--- config.mk ---
export PLATFORM = sky130hd
export DESIGN_NAME = multi_channel_token_bucket_flat
export DESIGN_NICKNAME = d
export VERILOG_FILES = /design/src/design/mctb_pkg.sv /design/src/design/mctb_req_if.sv /design/src/design/mctb_rsp_if.sv /design/src/design/mctb_apb_regs.sv /design/src/design/multi_channel_token_bucket.sv /design/src/flat_wrapper.sv
export SDC_FILE = /design/constraint.sdc
export NUM_CORES = 1
export LEC_CHECK = 0
export BUFFER_PORTS_ARGS = -buffer_cell sky130_fd_sc_hd__buf_2
export CAP_MARGIN = 20
export CELL_PAD_IN_SITES_DETAIL_PLACEMENT = 1
export CELL_PAD_IN_SITES_GLOBAL_PLACEMENT = 2
export CORE_MARGIN = 2
export CORE_UTILIZATION = 40
export CTS_CLUSTER_SIZE = 10
export DETAILED_ROUTE_END_ITERATION = 12
export PLACE_DENSITY = 0.74
export SYNTH_ARGS = -nofsm -noshare
export SYNTH_HDL_FRONTEND = slang
export SYNTH_SLANG_ARGS = --single-unit
--- constraint.sdc ---
create_clock -name clk -period 8.9 [get_ports clk]
set_clock_uncertainty 0.05 [all_clocks]
set_input_delay 1.335 -clock clk [delete_from_list [all_inputs] [get_ports clk]]
set_output_delay 1.335 -clock clk [all_outputs]
set_load 0.01 [all_outputs]
--- src/design/mctb_pkg.sv ---
// shared types and constants for the multi-channel token bucket
// no dependencies; used by the interfaces, the register block and the top level
package mctb_pkg;

    localparam int FIELD_W = 20;
    localparam int CHAN_W  = 4;
    localparam int TYPE_W  = 2;
    localparam int APB_ADDR_W = 3;
    localparam int APB_DATA_W = 32;

    // request codes
    localparam logic [TYPE_W-1:0] REQ_TICK = 2'd0;
    localparam logic [TYPE_W-1:0] REQ_TAKE = 2'd1;
    localparam logic [TYPE_W-1:0] REQ_GIVE = 2'd2;

    // register indexes (paddr[2])
    localparam logic REG_REFILL = 1'b0;
    localparam logic REG_BURST  = 1'b1;

    localparam logic [FIELD_W-1:0] REFILL_RESET = 20'd1024;
    localparam logic [FIELD_W-1:0] BURST_RESET  = 20'd65536;

    typedef struct packed {
        logic [FIELD_W-1:0] refill_per_tick;
        logic [FIELD_W-1:0] burst_limit;
    } cfg_t;

endpackage

--- src/design/mctb_req_if.sv ---
// request channel: valid/ready handshake with request type, channel and amount
// depends on mctb_pkg
interface mctb_req_if;
    logic                          valid;
    logic                          ready;
    logic [mctb_pkg::TYPE_W-1:0]  req_type;
    logic [mctb_pkg::CHAN_W-1:0]  channel;
    logic [mctb_pkg::FIELD_W-1:0] amount;

    modport source (output valid, req_type, channel, amount, input ready);
    modport sink (input valid, req_type, channel, amount, output ready);
endinterface

--- src/design/mctb_rsp_if.sv ---
// response channel: valid/ready handshake with grant, wait flag and remaining count
// depends on mctb_pkg
interface mctb_rsp_if;
    logic                          valid;
    logic                          ready;
    logic [mctb_pkg::FIELD_W-1:0] granted;
    logic                          must_wait;
    logic [mctb_pkg::FIELD_W-1:0] tokens_left;

    modport source (output valid, granted, must_wait, tokens_left, input ready);
    modport sink (input valid, granted, must_wait, tokens_left, output ready);
endinterface

--- src/design/mctb_apb_regs.sv ---
// apb configuration registers: refill per tick and burst limit
// depends on mctb_pkg
module mctb_apb_regs
(
    input  logic                              clk,
    input  logic                              rst_n,
    input  logic                              psel,
    input  logic                              penable,
    input  logic                              pwrite,
    input  logic [mctb_pkg::APB_ADDR_W-1:0]  paddr,
    input  logic [mctb_pkg::APB_DATA_W-1:0]  pwdata,
    output logic [mctb_pkg::APB_DATA_W-1:0]  prdata,
    output logic                              pready,
    output mctb_pkg::cfg_t                    cfg
);

    logic [mctb_pkg::FIELD_W-1:0] refill_reg;
    logic [mctb_pkg::FIELD_W-1:0] burst_reg;
    logic                         wr_en;
    logic                         reg_sel;

    assign pready  = 1'b1;
    assign reg_sel = paddr[2];
    assign wr_en   = psel && penable && pwrite;

    always_ff @(posedge clk or negedge rst_n)
    begin
        if (!rst_n)
        begin
            refill_reg <= mctb_pkg::REFILL_RESET;
            burst_reg  <= mctb_pkg::BURST_RESET;
        end
        else if (wr_en)
        begin
            unique case (reg_sel)
                mctb_pkg::REG_REFILL: refill_reg <= pwdata[mctb_pkg::FIELD_W-1:0];
                mctb_pkg::REG_BURST:  burst_reg  <= pwdata[mctb_pkg::FIELD_W-1:0];
                default: ;
            endcase
        end
    end

    always_comb
    begin
        unique case (reg_sel)
            mctb_pkg::REG_REFILL: prdata = mctb_pkg::APB_DATA_W'(refill_reg);
            mctb_pkg::REG_BURST:  prdata = mctb_pkg::APB_DATA_W'(burst_reg);
            default:              prdata = '0;
        endcase
    end

    assign cfg.refill_per_tick = refill_reg;
    assign cfg.burst_limit     = burst_reg;

endmodule

--- src/design/multi_channel_token_bucket.sv ---
// take / give-back: RMW writes the count, RESP loads the output register once it is free, then idle
// tick: SWEEP updates every channel in turn, then RESP; a bad type or channel goes straight to RESP
// one request in flight at a time; the output register frees the response side
// reset clears all counts to zero through per-entry valid bits, no clearing pass
// registers reset to refill 1024 and burst limit 65536
module multi_channel_token_bucket
#(
    parameter int CHANNELS    = 16,
    parameter int COUNT_WIDTH = 20
)
(
    input  logic                              clk,
    input  logic                              rst_n,
    input  logic                              psel,
    input  logic                              penable,
    input  logic                              pwrite,
    input  logic [mctb_pkg::APB_ADDR_W-1:0]  paddr,
    input  logic [mctb_pkg::APB_DATA_W-1:0]  pwdata,
    output logic [mctb_pkg::APB_DATA_W-1:0]  prdata,
    output logic                              pready,
    mctb_req_if.sink                          req,
    mctb_rsp_if.source                        rsp
);

    localparam int IDX_W = (CHANNELS > 1) ? $clog2(CHANNELS) : 1;
    localparam int SUM_W = ((COUNT_WIDTH > mctb_pkg::FIELD_W) ? COUNT_WIDTH
                                                              : mctb_pkg::FIELD_W) + 1;
    localparam int FW    = mctb_pkg::FIELD_W;

    localparam logic [1:0] ST_IDLE  = 2'd0;
    localparam logic [1:0] ST_RMW   = 2'd1;
    localparam logic [1:0] ST_SWEEP = 2'd2;
    localparam logic [1:0] ST_RESP  = 2'd3;

    mctb_pkg::cfg_t cfg;

    mctb_apb_regs u_regs
    (
        .clk     (clk),
        .rst_n   (rst_n),
        .psel    (psel),
        .penable (penable),
        .pwrite  (pwrite),
        .paddr   (paddr),
        .pwdata  (pwdata),
        .prdata  (prdata),
        .pready  (pready),
        .cfg     (cfg)
    );

    // count memory and per-entry valid bits
    logic [COUNT_WIDTH-1:0] cnt_mem [CHANNELS];
    logic [CHANNELS-1:0]    valid_reg;
    logic [COUNT_WIDTH-1:0] rd_data_reg;
    logic                   rd_valid_reg;
    logic                   rd_en;
    logic [IDX_W-1:0]       rd_idx;
    logic                   wr_en;
    logic [IDX_W-1:0]       wr_idx;
    logic [COUNT_WIDTH-1:0] wr_data;

    logic [1:0]             state_reg, state_next;
    logic [IDX_W-1:0]       sweep_idx_reg, sweep_idx_next;
    logic                   take_reg, take_next;
    logic [IDX_W-1:0]       ch_idx_reg, ch_idx_next;
    logic [FW-1:0]          amount_reg, amount_next;

    logic [FW-1:0]          res_granted_reg, res_granted_next;
    logic                   res_wait_reg, res_wait_next;
    logic [FW-1:0]          res_left_reg, res_left_next;

    logic                   rsp_valid_reg;
    logic [FW-1:0]          rsp_granted_reg;
    logic                   rsp_wait_reg;
    logic [FW-1:0]          rsp_left_reg;
    logic                   slot_free;
    logic                   rsp_load;

    logic                   accept;
    logic [8:0]             ch_wide;
    logic                   ch_in_range;

    // datapath
    logic [COUNT_WIDTH-1:0] cnt_cur;
    logic [SUM_W-1:0]       lim_w;
    logic [SUM_W-1:0]       burst_w;
    logic [SUM_W-1:0]       cmax_w;
    logic [FW-1:0]          add_src;
    logic [SUM_W-1:0]       sum_w;
    logic [COUNT_WIDTH-1:0] clip_cnt;
    logic [SUM_W-1:0]       amt_w;
    logic [SUM_W-1:0]       cnt_w;
    logic [SUM_W-1:0]       grant_w;
    logic [COUNT_WIDTH-1:0] take_cnt;
    logic                   cnt_empty;
    logic [COUNT_WIDTH-1:0] new_cnt;

    assign req.ready   = (state_reg == ST_IDLE);
    assign accept      = req.valid && req.ready;
    assign ch_wide     = 9'(req.channel);
    assign ch_in_range = (ch_wide < 9'(CHANNELS));

    assign cnt_cur   = rd_valid_reg ? rd_data_reg : '0;
    assign burst_w   = SUM_W'(cfg.burst_limit);
    assign cmax_w    = SUM_W'({COUNT_WIDTH{1'b1}});
    assign lim_w     = (burst_w < cmax_w) ? burst_w : cmax_w;
    assign add_src   = (state_reg == ST_SWEEP) ? cfg.refill_per_tick : amount_reg;
    assign sum_w     = SUM_W'(cnt_cur) + SUM_W'(add_src);
    assign clip_cnt  = (sum_w > lim_w) ? COUNT_WIDTH'(lim_w) : COUNT_WIDTH'(sum_w);
    assign amt_w     = SUM_W'(amount_reg);
    assign cnt_w     = SUM_W'(cnt_cur);
    assign grant_w   = (amt_w < cnt_w) ? amt_w : cnt_w;
    assign take_cnt  = COUNT_WIDTH'(cnt_w - grant_w);
    assign cnt_empty = (cnt_cur == '0);
    assign new_cnt   = take_reg ? take_cnt : clip_cnt;

    assign slot_free = !rsp_valid_reg || rsp.ready;
    assign rsp_load  = (state_reg == ST_RESP) && slot_free;

    always_comb
    begin
        state_next       = state_reg;
        sweep_idx_next   = sweep_idx_reg;
        take_next        = take_reg;
        ch_idx_next      = ch_idx_reg;
        amount_next      = amount_reg;
        res_granted_next = res_granted_reg;
        res_wait_next    = res_wait_reg;
        res_left_next    = res_left_reg;
        rd_en            = 1'b0;
        rd_idx           = '0;
        wr_en            = 1'b0;
        wr_idx           = ch_idx_reg;
        wr_data          = new_cnt;

        unique case (state_reg)
            ST_IDLE:
            begin
                if (accept)
                begin
                    take_next        = (req.req_type == mctb_pkg::REQ_TAKE);
                    ch_idx_next      = ch_wide[IDX_W-1:0];
                    amount_next      = req.amount;
                    res_granted_next = '0;
                    res_wait_next    = 1'b0;
                    res_left_next    = '0;
                    priority if (req.req_type == mctb_pkg::REQ_TICK)
                    begin
                        rd_en          = 1'b1;
                        rd_idx         = '0;
                        sweep_idx_next = '0;
                        take_next      = 1'b0;
                        state_next     = ST_SWEEP;
                    end
                    else if ((req.req_type == mctb_pkg::REQ_TAKE ||
                              req.req_type == mctb_pkg::REQ_GIVE) && ch_in_range)
                    begin
                        rd_en      = 1'b1;
                        rd_idx     = ch_wide[IDX_W-1:0];
                        state_next = ST_RMW;
                    end
                    else
                    begin
                        state_next = ST_RESP;
                    end
                end
            end
            ST_RMW:
            begin
                wr_en            = 1'b1;
                wr_idx           = ch_idx_reg;
                wr_data          = new_cnt;
                res_granted_next = take_reg ? FW'(grant_w) : '0;
                res_wait_next    = take_reg && cnt_empty;
                res_left_next    = FW'(SUM_W'(new_cnt));
                state_next       = ST_RESP;
            end
            ST_SWEEP:
            begin
                // read of the next entry overlaps the write of this one
                wr_en   = 1'b1;
                wr_idx  = sweep_idx_reg;
                wr_data = clip_cnt;
                if (sweep_idx_reg == IDX_W'(CHANNELS - 1))
                begin
                    state_next = ST_RESP;
                end
                else
                begin
                    rd_en          = 1'b1;
                    rd_idx         = sweep_idx_reg + IDX_W'(1);
                    sweep_idx_next = sweep_idx_reg + IDX_W'(1);
                end
            end
            ST_RESP:
            begin
                if (slot_free)
                begin
                    state_next = ST_IDLE;
                end
            end
            default:
            begin
                state_next = ST_IDLE;
            end
        endcase
    end

    always_ff @(posedge clk or negedge rst_n)
    begin
        if (!rst_n)
        begin
            state_reg     <= ST_IDLE;
            valid_reg     <= '0;
            rsp_valid_reg <= 1'b0;
        end
        else
        begin
            state_reg <= state_next;
            if (wr_en)
            begin
                valid_reg[wr_idx] <= 1'b1;
            end
            if (rsp_load)
            begin
                rsp_valid_reg <= 1'b1;
            end
            else if (rsp.ready)
            begin
                rsp_valid_reg <= 1'b0;
            end
        end
    end

    always_ff @(posedge clk)
    begin
        sweep_idx_reg   <= sweep_idx_next;
        take_reg        <= take_next;
        ch_idx_reg      <= ch_idx_next;
        amount_reg      <= amount_next;
        res_granted_reg <= res_granted_next;
        res_wait_reg    <= res_wait_next;
        res_left_reg    <= res_left_next;
        if (rsp_load)
        begin
            rsp_granted_reg <= res_granted_reg;
            rsp_wait_reg    <= res_wait_reg;
            rsp_left_reg    <= res_left_reg;
        end
    end

    // count memory: one write port, one registered read port
    always_ff @(posedge clk)
    begin
        if (wr_en)
        begin
            cnt_mem[wr_idx] <= wr_data;
        end
    end

    always_ff @(posedge clk)
    begin
        if (rd_en)
        begin
            rd_data_reg  <= cnt_mem[rd_idx];
            rd_valid_reg <= valid_reg[rd_idx];
        end
    end

    assign rsp.valid       = rsp_valid_reg;
    assign rsp.granted     = rsp_granted_reg;
    assign rsp.must_wait   = rsp_wait_reg;
    assign rsp.tokens_left = rsp_left_reg;

`ifndef SYNTHESIS
    a_write_only_when_busy: assert property (@(posedge clk) disable iff (!rst_n)
        wr_en |-> (state_reg == ST_RMW || state_reg == ST_SWEEP))
        else $error("count memory written outside an update");

    a_rsp_from_resp_state: assert property (@(posedge clk) disable iff (!rst_n)
        $rose(rsp_valid_reg) |-> $past(state_reg) == ST_RESP)
        else $error("response raised without a finished request");

    a_wait_means_no_grant: assert property (@(posedge clk) disable iff (!rst_n)
        rsp_valid_reg && rsp_wait_reg |-> rsp_granted_reg == '0)
        else $error("grant with wait flag set");

    a_sweep_starts_at_zero: assert property (@(posedge clk) disable iff (!rst_n)
        state_reg == ST_SWEEP && $past(state_reg) == ST_IDLE |-> sweep_idx_reg == '0)
        else $error("tick sweep did not start at entry zero");

    a_no_grant_beyond_request: assert property (@(posedge clk) disable iff (!rst_n)
        state_reg == ST_RMW |=> res_granted_reg <= amount_reg)
        else $error("grant exceeds requested amount");
`endif

endmodule
--- src/flat_wrapper.sv ---
// flat-port wrapper written by rule: the top's interface ports become plain ports
module multi_channel_token_bucket_flat 
#(
    parameter int CHANNELS    = 16,
    parameter int COUNT_WIDTH = 20
)
  (clk, rst_n, psel, penable, pwrite, paddr, pwdata, prdata, pready, req_valid, req_req_type, req_channel, req_amount, req_ready, rsp_valid, rsp_granted, rsp_must_wait, rsp_tokens_left, rsp_ready);
  mctb_req_if req_i ();
  mctb_rsp_if rsp_i ();
  input  logic clk;
  input  logic rst_n;
  input  logic psel;
  input  logic penable;
  input  logic pwrite;
  input  logic [mctb_pkg::APB_ADDR_W-1:0] paddr;
  input  logic [mctb_pkg::APB_DATA_W-1:0] pwdata;
  output logic [mctb_pkg::APB_DATA_W-1:0] prdata;
  output logic pready;
  input wire logic [$bits(req_i.valid)-1:0] req_valid;
  input wire logic [$bits(req_i.req_type)-1:0] req_req_type;
  input wire logic [$bits(req_i.channel)-1:0] req_channel;
  input wire logic [$bits(req_i.amount)-1:0] req_amount;
  output wire logic [$bits(req_i.ready)-1:0] req_ready;
  output wire logic [$bits(rsp_i.valid)-1:0] rsp_valid;
  output wire logic [$bits(rsp_i.granted)-1:0] rsp_granted;
  output wire logic [$bits(rsp_i.must_wait)-1:0] rsp_must_wait;
  output wire logic [$bits(rsp_i.tokens_left)-1:0] rsp_tokens_left;
  input wire logic [$bits(rsp_i.ready)-1:0] rsp_ready;
  assign req_i.valid = req_valid;
  assign req_i.req_type = req_req_type;
  assign req_i.channel = req_channel;
  assign req_i.amount = req_amount;
  assign req_ready = req_i.ready;
  assign rsp_valid = rsp_i.valid;
  assign rsp_granted = rsp_i.granted;
  assign rsp_must_wait = rsp_i.must_wait;
  assign rsp_tokens_left = rsp_i.tokens_left;
  assign rsp_i.ready = rsp_ready;
  multi_channel_token_bucket #(.CHANNELS(CHANNELS), .COUNT_WIDTH(COUNT_WIDTH)) u_core (.clk(clk), .rst_n(rst_n), .psel(psel), .penable(penable), .pwrite(pwrite), .paddr(paddr), .pwdata(pwdata), .prdata(prdata), .pready(pready), .req(req_i), .rsp(rsp_i));
endmodule
==> results.toml <==
[run_status]
status = "completed"

[die]
core_um2 = 59240
ioPinCount = 144
start_util = 0.4064
rows = 89
die_x_um = 249.3
dieArea_um2 = 62170
die_h_um = 249.3

[clock_tree]
cts.reportedPaths.clkPinSlew_ps = 60
cts_resized = 0
numCtsBuffers = 59
cts_setup_buffers = 0
cts-root-buf = "clkbuf_16"
postCtsHoldBufs = 0
cts_sinks = 511
clock_path_buffers = 3
clk_latency_ps = 640
tritoncts = "built"
htree_levels = 2

[worst_setup_path]
worst-path-buf-inv = 1
setup.worst_path.end = "u_core.cnt_mem[14][18]"
reg2reg_depth = 20
crit_type = "flop to flop"
crit_path_cell_trace = "nand2_1 > ha_1 > a41oi_1 > o21ai_0 > a21o_1 > nor3_2 > nand2_1 > o21ai_0 > ha_1 > inv_1 > fa_1 > a21oi_1 > maj3_1 > nor2_1 > o211ai_1 > a21oi_1 > o21ai_2 > a21oi_2 > or4_1 > and3_1"
path_depth = 20
rrSetupSlack_ps = 1860
required_ps = 9140
crit_path_end_kind = "flop"
start_kind = "flop"
rr_startpoint = "u_core.rd_valid_reg"
startpoint = "u_core.rd_valid_reg"
reg2reg_to = "u_core.cnt_mem[14][18]"
crit_family = "simple AND/OR/NAND/NOR gates"
path_max_fanout = 23
cp.arrival_ps = 7280
slowest_stage = "edfxtp_1"
max_stage_delay_ps = 960

[global_routing]
gr-total-overflow = 0
grt_max_degree = 106
grt_pass1_wl_um = 109200
grt_antenna_before_repair = 0
grt_pass1_vias = 17268
grt_usage = 0.2313

[cells_and_area]
layout-drive-gt1-share = 0.1728
n_antenna_cell = 0
area_delta_synth_final_pct = 14.00
nets = 2313
fillers = 6252
largest_reg_flops = 320
top_register = "u_core.cnt_mem"

[yosys]
synth_edf_count = 452
ys.flop_type = "edfxtp_1"
synth_area_um2 = 24070
synth_seq_cells = 511
async_reset_ff_frac = 0.1155
ys_types = 78
yosys_warnings = 0
netlist_instances = 2037
avgSynthCellArea_um2 = 11.82
yosysSeqAreaShare = 0.6252

[timing]
tightest_slew_ps = 1037
slew-limit-headroom = 0.3087
finalSetupViolations = 0
fin_crit_ps = 7042
finalMaxSlewViolations = 0
hold_viol = 0
rsz0062_at_grt = "no"
finalSetupTns_ps = 0
clock.fmax_mhz = 142.0
fin_crit_sh = 0.7912

[place]
place_hpwl_um = 46470
port_buffers = 116
place.gp.congestion = 0.8397

[route]
firstDrtPassIters = 5
drtIter0Drc = 1066
wl_um = 72090
wl_met3_um = 2724
topRoutingLayerUsed = "met4"
via_count = 16594
wl_met2_um = 34560
drc_errors = 0
vias_per_cell = 5.583
drtAntennaViolNets = 0
wl_per_cell_um = 24.26
wl_met1_um = 33340

[worst_hold_path]
hp-class = "flop to flop"
min_from = "u_core.res_left_reg[18]"

[job]
drv_cap = 0
## metrics by stage
stage / cell area (um2) / setup WS (ps) / util / hold slack, ps / std cells
global placement: 25650 / 1841 / 0.4330 / 350.4 / 2870
CTS: 27400 / 1677 / 0.4625 / 368.5 / 2968
detailed placement: 25650 / 1730 / 0.4330 / 355.2 / 2870
global route: 27440 / 1248 / 0.4633 / 376.6 / 2972
floorplan: 24120 / 2485 / - / 350.3 / 2048
finish: 27440 / 1858 / 0.4633 / 366.4 / 2972
## worst reg2reg max path, delay by kind of cell, from the launching register on
kind	cells	cell delay (ps)
adder cells (fa/ha/maj)	4	1370
flip-flops	1	960
buffers and inverters	1	50
AND/OR/NAND/NOR	6	2150
AO/OA/AOI/OAI	9	2090
## synthesized netlist by cell type (4+ instances only)
cell	count	area, um2
buf_1	9	33.78
maj3_1	4	40.04
xnor2_1	23	201.4
a21oi_1	64	320.3
a31oi_1	26	162.7
o211ai_1	6	45.04
a311oi_1	42	367.9
clkbuf_1	91	341.6
nand3_1	185	925.9
edfxtp_1	452	13570
o21ai_0	42	210.2
nor4_1	5	31.28
or2_2	19	118.9
and2_1	15	93.84
a41oi_1	6	52.55
nor3_1	9	45.04
dfrtp_1	57	1426
mux2_2	82	923.4
a211oi_1	15	112.6
nor2_1	97	364.1
a21o_1	23	172.7
nand4_1	14	87.58
nand3b_1	6	45.04
mux2i_1	25	250.2
xor2_1	13	113.9
ha_1	81	1013
inv_1	65	244.0
nand2b_1	8	50.05
and3_1	30	187.7
nor2b_1	11	68.82
buf_4	13	97.59
a22oi_1	4	30.03
a22o_1	5	43.79
nand2_1	413	1550
o21a_1	6	45.04
a21boi_0	4	30.03
## worst min-delay path by stage
stage	endpoint	slack, ps	cells after the start
floorplan	u_core.rsp.granted[0]	350	0
global placement	u_core.rsp.granted[12]	350	0
detailed placement	u_core.rsp.tokens_left[18]	360	0
CTS	u_core.rsp.tokens_left[18]	370	0
global route	u_core.rsp.granted[7]	380	0
finish	u_core.rsp.tokens_left[18]	370	0
## metal layers
layer | vias to the layer above | track usage
li1 | 7689 | -
met4 | 0 | 0.05938
met1 | 8468 | 0.3218
met2 | 348 | 0.3865
met3 | 89 | 0.02602
met5 | - | 0
## cell usage in the layout, fill, tap and decap left out, types with 59 or more instances in the layout
cell type and instances:
edfxtp_1 452, nand2_1 413, nand3_1 185, buf_2 116
mux2_2 82, nor2_1 81, ha_1 80, inv_1 65
a21oi_1 63, clkbuf_16 59
## logic make-up after synthesis
kind of cell / count (synthesis) / share of synthesized area
adders and majority gates: 87 / 0.04542
xor gates and xnor gates: 36 / 0.01310
other: 2 / 0.0003120
muxes: 107 / 0.04875
and+or+nand+nor: 825 / 0.1538
DFF: 511 / 0.6252
buffers and inverters: 182 / 0.03087
AOI/OAI and AO/OA: 287 / 0.08248
## area by class of cell
type / instances / area (um2) / area share
multi-input combinational: 1355 / 8422 / 0.3069
clock inverter: 8 / 145.1 / 0.005289
tap: 773 / 967.2 / 0.03524
clock buffer: 90 / 1603 / 0.05840
timing repair buffer: 170 / 1011 / 0.03684
sequential: 511 / 15050 / 0.5485
inverter: 65 / 244.0 / 0.008890
Power is left out: the tool's default activity adds up to more than one toggle a clock period on the data nets, which glitch-free logic cannot reach.
